`src/esc_pkg.sv`:
```
// Shared types and constants of the enhanced second-chance replacer.
`timescale 1ns / 1ps

package esc_pkg;

  localparam int COUNT_W    = 4;
  localparam int FRAME_W    = 3;
  localparam int PAGE_W     = 16;
  localparam int COUNT_MAX  = 15;
  localparam logic [COUNT_W-1:0] COUNT_RESET = 4'd8;

  typedef struct packed {
    logic capture;
    logic look;
    logic sweep;
    logic commit;
  } esc_cmd_t;

  typedef struct packed {
    logic resolved;
    logic found;
    logic out_free;
  } esc_status_t;

endpackage

```
`src/esc_ctrl.sv`:
```
// Controller state machine of the replacer: lookup, clock sweep, commit.
`timescale 1ns / 1ps

module esc_ctrl (
  input  logic                clk,
  input  logic                rst,
  input  logic                in_valid,
  output logic                in_ready,
  input  esc_pkg::esc_status_t status,
  output esc_pkg::esc_cmd_t    cmd
);
  import esc_pkg::*;

  typedef enum logic [3:0] {
    S_IDLE  = 4'b0001,
    S_LOOK  = 4'b0010,
    S_SWEEP = 4'b0100,
    S_WRITE = 4'b1000
  } state_t;

  state_t state, state_next;

  always_ff @(posedge clk) begin
    if (rst) begin
      state <= S_IDLE;
    end else begin
      state <= state_next;
    end
  end

  always_comb begin
    state_next  = state;
    cmd         = '0;
    in_ready    = 1'b0;
    unique case (state)
      S_IDLE: begin
        in_ready = 1'b1;
        if (in_valid) begin
          cmd.capture = 1'b1;
          state_next  = S_LOOK;
        end
      end
      S_LOOK: begin
        cmd.look   = 1'b1;
        state_next = status.resolved ? S_WRITE : S_SWEEP;
      end
      S_SWEEP: begin
        cmd.sweep = 1'b1;
        if (status.found) begin
          state_next = S_WRITE;
        end
      end
      S_WRITE: begin
        if (status.out_free) begin
          cmd.commit = 1'b1;
          state_next = S_IDLE;
        end
      end
      default: begin
        state_next = S_IDLE;
      end
    endcase
  end

endmodule

```
`src/esc_datapath.sv`:
```
// Datapath of the replacer: frame table, clock hand, tag compare, output register.
`timescale 1ns / 1ps

module esc_datapath #(
  parameter int FRAMES    = 8,
  parameter int PAGE_BITS = 16
) (
  input  logic                         clk,
  input  logic                         rst,
  input  logic [esc_pkg::PAGE_W-1:0]   page_number,
  input  logic                         write_access,
  input  logic                         cfg_valid,
  output logic                         cfg_ready,
  input  logic [esc_pkg::COUNT_W-1:0]  cfg_data,
  output logic                         out_valid,
  input  logic                         out_ready,
  output logic                         hit,
  output logic [esc_pkg::FRAME_W-1:0]  frame_index,
  input  esc_pkg::esc_cmd_t            cmd,
  output esc_pkg::esc_status_t         status
);
  import esc_pkg::*;

  // only frames below the largest programmable count are ever used
  localparam int NF = (FRAMES < COUNT_MAX) ? FRAMES : COUNT_MAX;
  localparam int IW = (NF > 1) ? $clog2(NF) : 1;
  localparam int TW = (PAGE_BITS < PAGE_W) ? PAGE_BITS : PAGE_W;
  localparam logic [COUNT_W-1:0] NF_C = COUNT_W'(NF);

  logic [TW-1:0]      tags [NF];
  logic [NF-1:0]      valid;
  logic [NF-1:0]      refb;
  logic [NF-1:0]      modb;
  logic [COUNT_W-1:0] count;
  logic [IW-1:0]      hand;
  logic [1:0]         pass;
  logic [COUNT_W-1:0] step;
  logic [IW-1:0]      slot;
  logic               was_hit;
  logic [TW-1:0]      in_page;
  logic               in_wr;

  logic [COUNT_W-1:0] fcount;
  logic               hit_any, empty_any;
  logic [IW-1:0]      hit_idx, empty_idx;
  logic [IW-1:0]      hand_inc, hand_inc2;
  logic               sweep_match, sweep_last, sweep_exhaust;
  logic [IW+FRAME_W-1:0] slot_ext;

  function automatic logic [IW-1:0] wrap_inc(input logic [IW-1:0] p,
                                             input logic [COUNT_W-1:0] f);
    logic [COUNT_W-1:0] n;
    n = COUNT_W'(p) + 1'b1;
    return (n >= f) ? '0 : IW'(n);
  endfunction

  assign cfg_ready = 1'b1;

  always_comb begin
    if (count == '0) begin
      fcount = COUNT_W'(1);
    end else if (count > NF_C) begin
      fcount = NF_C;
    end else begin
      fcount = count;
    end
  end

  always_comb begin
    hit_any   = 1'b0;
    hit_idx   = '0;
    empty_any = 1'b0;
    empty_idx = '0;
    for (int i = NF - 1; i >= 0; i--) begin
      if (COUNT_W'(i) < fcount) begin
        if (valid[i] && tags[i] == in_page) begin
          hit_any = 1'b1;
          hit_idx = IW'(i);
        end
        if (!valid[i]) begin
          empty_any = 1'b1;
          empty_idx = IW'(i);
        end
      end
    end
  end

  assign hand_inc      = wrap_inc(hand, fcount);
  assign hand_inc2     = wrap_inc(hand_inc, fcount);
  assign sweep_match   = !refb[hand] && (modb[hand] == pass[0]);
  assign sweep_last    = (step == fcount - 1'b1);
  assign sweep_exhaust = (pass == 2'd3) && sweep_last;

  assign status.resolved = hit_any || empty_any;
  assign status.found    = sweep_match || sweep_exhaust;
  assign status.out_free = !out_valid || out_ready;

  always_ff @(posedge clk) begin
    if (cmd.capture) begin
      in_page <= page_number[TW-1:0];
      in_wr   <= write_access;
    end
    if (cmd.commit && !was_hit) begin
      tags[slot] <= in_page;
    end
  end

  always_ff @(posedge clk) begin
    if (rst) begin
      valid     <= '0;
      refb      <= '0;
      modb      <= '0;
      count     <= COUNT_RESET;
      hand      <= '0;
      pass      <= '0;
      step      <= '0;
      slot      <= '0;
      was_hit   <= 1'b0;
      out_valid <= 1'b0;
    end else begin
      if (cfg_valid) begin
        count <= cfg_data;
      end
      if (cmd.look) begin
        was_hit <= hit_any;
        slot    <= hit_any ? hit_idx : empty_idx;
        pass    <= '0;
        step    <= '0;
        if (!hit_any && !empty_any && COUNT_W'(hand) >= fcount) begin
          hand <= '0;
        end
      end
      if (cmd.sweep) begin
        priority if (sweep_match) begin
          slot <= hand;
          hand <= hand_inc;
        end else if (sweep_exhaust) begin
          slot <= hand_inc;
          hand <= hand_inc2;
        end else begin
          if (pass == 2'd1) begin
            refb[hand] <= 1'b0;
          end
          hand <= hand_inc;
          if (sweep_last) begin
            step <= '0;
            pass <= pass + 1'b1;
          end else begin
            step <= step + 1'b1;
          end
        end
      end
      if (cmd.commit) begin
        valid[slot] <= 1'b1;
        refb[slot]  <= 1'b1;
        modb[slot]  <= in_wr;
        out_valid   <= 1'b1;
      end else if (out_ready) begin
        out_valid <= 1'b0;
      end
    end
  end

  assign slot_ext = {{FRAME_W{1'b0}}, slot};

  always_ff @(posedge clk) begin
    if (cmd.commit) begin
      hit         <= was_hit;
      frame_index <= slot_ext[FRAME_W-1:0];
    end
  end

endmodule

```
`src/enhanced_second_chance_replacer.sv`:
```
// Top level of the enhanced second-chance (clock) page replacer.
//
// Input channel (in_valid/in_ready) takes one word per page reference:
// page_number and write_access. Output channel (out_valid/out_ready) gives
// one word per reference: hit and frame_index. cfg_valid/cfg_ready writes
// frames_in_use (cfg_data); cfg_ready is always high, write only while idle.
// A hit or a fill into an empty frame goes from accept through the lookup
// state to the commit that loads out_valid. A replacement adds the clock
// hand sweep, which visits one frame per cycle, before the commit.
// One reference is in flight at a time, so a new reference is accepted
// only once the last one is committed; in_ready rises again together
// with out_valid, when the result is loaded into the output register.
// Reset clears valid, R and M bits and the hand, sets frames_in_use to 8;
// no clearing pass is needed. A stalled receiver holds the result in the
// output register; the next reference is still accepted and looked up, and
// waits to commit until the output register is free.
`timescale 1ns / 1ps

module enhanced_second_chance_replacer #(
  parameter int FRAMES    = 8,
  parameter int PAGE_BITS = 16
) (
  input  logic                         clk,
  input  logic                         rst,
  input  logic                         in_valid,
  output logic                         in_ready,
  input  logic [esc_pkg::PAGE_W-1:0]   page_number,
  input  logic                         write_access,
  output logic                         out_valid,
  input  logic                         out_ready,
  output logic                         hit,
  output logic [esc_pkg::FRAME_W-1:0]  frame_index,
  input  logic                         cfg_valid,
  output logic                         cfg_ready,
  input  logic [esc_pkg::COUNT_W-1:0]  cfg_data
);
  import esc_pkg::*;

  esc_cmd_t    cmd;
  esc_status_t status;

  esc_ctrl u_ctrl (
    .clk      (clk),
    .rst      (rst),
    .in_valid (in_valid),
    .in_ready (in_ready),
    .status   (status),
    .cmd      (cmd)
  );

  esc_datapath #(
    .FRAMES    (FRAMES),
    .PAGE_BITS (PAGE_BITS)
  ) u_datapath (
    .clk          (clk),
    .rst          (rst),
    .page_number  (page_number),
    .write_access (write_access),
    .cfg_valid    (cfg_valid),
    .cfg_ready    (cfg_ready),
    .cfg_data     (cfg_data),
    .out_valid    (out_valid),
    .out_ready    (out_ready),
    .hit          (hit),
    .frame_index  (frame_index),
    .cmd          (cmd),
    .status       (status)
  );

endmodule

```
`config.mk`:
```
export PLATFORM = sky130hd
export DESIGN_NAME = enhanced_second_chance_replacer
export DESIGN_NICKNAME = d
export VERILOG_FILES = /design/src/esc_pkg.sv /design/src/esc_ctrl.sv /design/src/esc_datapath.sv /design/src/enhanced_second_chance_replacer.sv
export SDC_FILE = /design/constraint.sdc
export NUM_CORES = 1
export LEC_CHECK = 0
export BUFFER_PORTS_ARGS = -buffer_cell sky130_fd_sc_hd__buf_2
export CORE_MARGIN = 3
export CORE_UTILIZATION = 60
export DETAILED_ROUTE_END_ITERATION = 12
export PLACE_DENSITY_LB_ADDON = 0.12
export SYNTH_ARGS = -nofsm -noshare
export SYNTH_HDL_FRONTEND = slang
export SYNTH_SLANG_ARGS = --single-unit
```
`constraint.sdc`:
```
create_clock -name clk -period 6.6 [get_ports clk]
set_clock_uncertainty 0.05 [all_clocks]
set_input_delay 0.99 -clock clk [delete_from_list [all_inputs] [get_ports clk]]
set_output_delay 0.99 -clock clk [all_outputs]
set_load 0.005 [all_outputs]
```
==> flow_summary.json <==
{
  "core_area_sq_mm": 0.01420,
  "h-tree-depth": 4,
  "design_area_sq_mm": 0.009756,
  "synth_seq_cells": 195,
  "fin_total_pwr_w": 0.002488,
  "min_from": "u_datapath.refb[1]",
  "r2r_cells": 14,
  "synth_top_family_by_area": "XOR/XNOR gates",
  "place_area_sq_mm": 0.009196,
  "clock_latency_ns": 0.43,
  "cp_slowest_stage_delay_ns": 0.63,
  "grt_antenna_before_repair": 0,
  "holdWs_ns": 0.4291,
  "crit_buf_inv": 1,
  "rr_endpoint": "u_datapath.hand[0]",
  "cp_slowest_cell": "dfxtp_1",
  "wirelength_um": 18890,
  "nFillCells": 1001,
  "viasPerCell": 5.954,
  "vdd_ir_drop_max_mv": 0.2426,
  "synth_cells": 698,
  "drt_iter0_drc": 418,
  "antenna_cells": 0,
  "cp-startpoint": "u_datapath.count[3]",
  "cts_hold_buffers": 0,
  "cellPowerDensity_mw_per_mm2": 255.0,
  "status": "finished clean",
  "postRouteAntennaNets": 0,
  "synthSimpleGateAreaFrac_pct": 11.07,
  "critPathTopFamily": "compound AO/OA/AOI/OAI gates",
  "ios": 33,
  "syn_area_sq_mm": 0.008916,
  "cp-endpoint": "u_datapath.hand[0]",
  "dieArea_sq_mm": 0.01636,
  "portBuffers": 31,
  "cts_buffers": 17,
  "dieHeight_um": 127.9,
  "finalCritPeriodShare_pct": 57.41,
  "worstHoldPathType": "reg2reg",
  "finalHoldViolCount": 0,
  "arrival_ns": 4.07,
  "grt.total_usage_pct": 24.27,
  "dr.pass1.iters": 6,
  "synth_fa_ha_area_share_pct": 2.807,
  "synth_mux_area_share_pct": 2.358,
  "avgSynthCellArea_sq_um": 12.77,
  "start_util_pct": 62.77,
  "path_cells": "inv_1, nand2_1, ha_1, a21oi_1, o21a_1, and2_1, ha_1, ha_1, a21o_1, a21oi_1, o2111ai_1, o32ai_1, a21oi_1, o41ai_1",
  "timing.rr.start": "u_datapath.count[3]",
  "drcViolationCount": 0,
  "clk_pin_slew_worst_paths_ns": 0.08,
  "fmax_ghz": 0.2639,
  "grt_max_degree": 39,
  "cts.repair.resized": 0,
  "setup_viol": 0,
  "grt_pass1_wl_um": 29790,
  "rsz0062_at_grt": "false",
  "rows": 43,
  "synth-compound-area-share_pct": 6.946,
  "synth_edf_count": 149,
  "die_x_um": 127.9,
  "synth_nets": 744,
  "synthArstFlopShare_pct": 0,
  "synth_cell_type_count": 63,
  "p_leak_nw": 3.422,
  "cts_root_buf": "clkbuf_16",
  "cts_num_sinks": 195,
  "tightest_slew_ns": 1.098,
  "synth_xor_area_share_pct": 13.26,
  "cts_setup_buffers": 0,
  "critPathMaxFanout": 15,
  "clockBufferDepth": 2,
  "finish.net_count": 773,
  "fin_crit_ns": 3.789,
  "final_cell_mix": "149 x edfxtp_1, 79 x xor2_1, 56 x xnor2_1, 46 x nor2_1, 46 x dfxtp_1",
  "place.gp.congestion": 0.9214,
  "worstSetupPathType": "reg2reg",
  "vias": 5478,
  "wl_per_cell_um": 20.53,
  "grt.overflow.total": 0,
  "cp-start-kind": "flop",
  "drv_slew": 0,
  "dp_hpwl_um": 12640,
  "final_common_cell": "edfxtp_1",
  "yosysWarningCount": 0,
  "tritoncts": "done",
  "grt_pass1_vias": 5307,
  "yosysSeqAreaShare_pct": 60.51,
  "endpoint_kind": "flop",
  "layout-drive-gt1-share_pct": 12.70,
  "multiInputGateArea_sq_mm": 0.003259,
  "area_growth_pct": 9.416,
  "regArea_sq_mm": 0.005395,
  "rrSetupSlack_ns": 2.81,
  "synth_ff_type": "edfxtp_1",
  "cp.depth": 14,
  "setup-tns-final_ns": 0,
  "maxCapViolCount": 0,
  "worst_ep_required_time_ns": 6.88,
  "slew_headroom_pct": 26.83
}
through the flow:
step / utilization, % / cells / setup WS, ns
finish: 68.68 / 920 / 2.811
global placement: 64.75 / 888 / 2.952
global route: 68.68 / 920 / 2.451
CTS: 68.68 / 920 / 2.809
floorplan: - / 698 / 3.318
detailed placement: 64.75 / 888 / 2.818
state kept, by name, indices dropped and copies added, names as in the netlist, 4 cells and up:
| signal | count |
|---|---|
| u_datapath.count | 4 |
| u_datapath.tags | 128 |
| u_datapath.step | 4 |
| u_datapath.refb | 8 |
| u_datapath.valid | 8 |
| u_datapath.in_page | 16 |
| u_datapath.modb | 8 |
| u_ctrl.state | 4 |
cells in the mapped netlist, drive strengths merged, types with 2 or more instances:
cell	instances	area, sq um
a21o	3	22.52
or4b	3	30.03
a21oi	35	175.2
xnor2	56	490.5
inv	18	67.56
nor3	9	45.04
o211ai	6	45.04
o21a	4	30.03
xor2	79	691.9
mux4	4	90.09
clkbuf	9	33.78
mux2i	12	120.1
nor4	22	156.4
dfxtp	46	920.9
or4	2	18.77
nor4b	4	35.03
nand3	19	95.09
and3	9	61.31
nand4	14	87.58
nor2	47	178.9
nand2b	7	43.79
nor2b	9	56.30
a31oi	7	43.79
buf	24	162.6
edfxtp	149	4474
ha	20	250.2
and2	5	32.54
nand2	25	93.84
o22ai	4	25.02
o31ai	3	22.52
o21ai	15	75.07
or2	3	21.28
nand3b	2	15.01
a22oi	4	35.03
o2111ai	4	35.03
metal layers:
layer,part of all wire (%),track usage (%)
met4,1.7,7.366
met1,48,36.42
met5,0,0
met2,45,36.17
met3,5.7,4.833
worst reg2reg max path, delay by kind of cell, from the launching register on:
family	cells	cell delay (ns)
AO/OA/AOI/OAI	8	1.42
adder cells (fa/ha/maj)	3	0.84
flip-flops	1	0.63
AND/OR/NAND/NOR	2	0.53
buffers and inverters	1	0.23
where the power goes:
part	internal (W)	total, W	leakage [nW]	switching [W]
combinational	0.0000546	0.000121	1.43	0.0000663
sequential	0.00134	0.00139	1.72	0.0000510
clock	0.000524	0.000978	0.265	0.000454
total	0.00192	0.00249	3.42	0.000571
worst min path at each step:
stage | end | slack [ns] | cells after the start
final | u_datapath.refb[1] | 0.43 | 2
after floorplan | u_datapath.hit | 0.36 | 0
after detailed placement | u_datapath.refb[6] | 0.42 | 2
after global placement | u_datapath.refb[1] | 0.41 | 2
after CTS | u_datapath.refb[1] | 0.43 | 2
after global routing | u_datapath.refb[1] | 0.45 | 2
area by class of cell:
cell class	count	share of cell area [%]
Timing Repair Buffer	43	2.514
Tap cell	180	2.309
Sequential cell	195	55.30
Clock buffer	18	4.399
Clock inverter	14	1.334
Inverter	19	0.7311
Multi-Input combinational cell	451	33.41
logic make-up after synthesis:
kind of cell	count (synthesis)
flip-flops	195
AND/OR/NAND/NOR	182
XOR/XNOR	135
AO/OA/AOI/OAI	97
buffers and inverters	52
adder cells (fa/ha/maj)	20
multiplexers	16
other	1
Power figures use the tool's default switching activity.
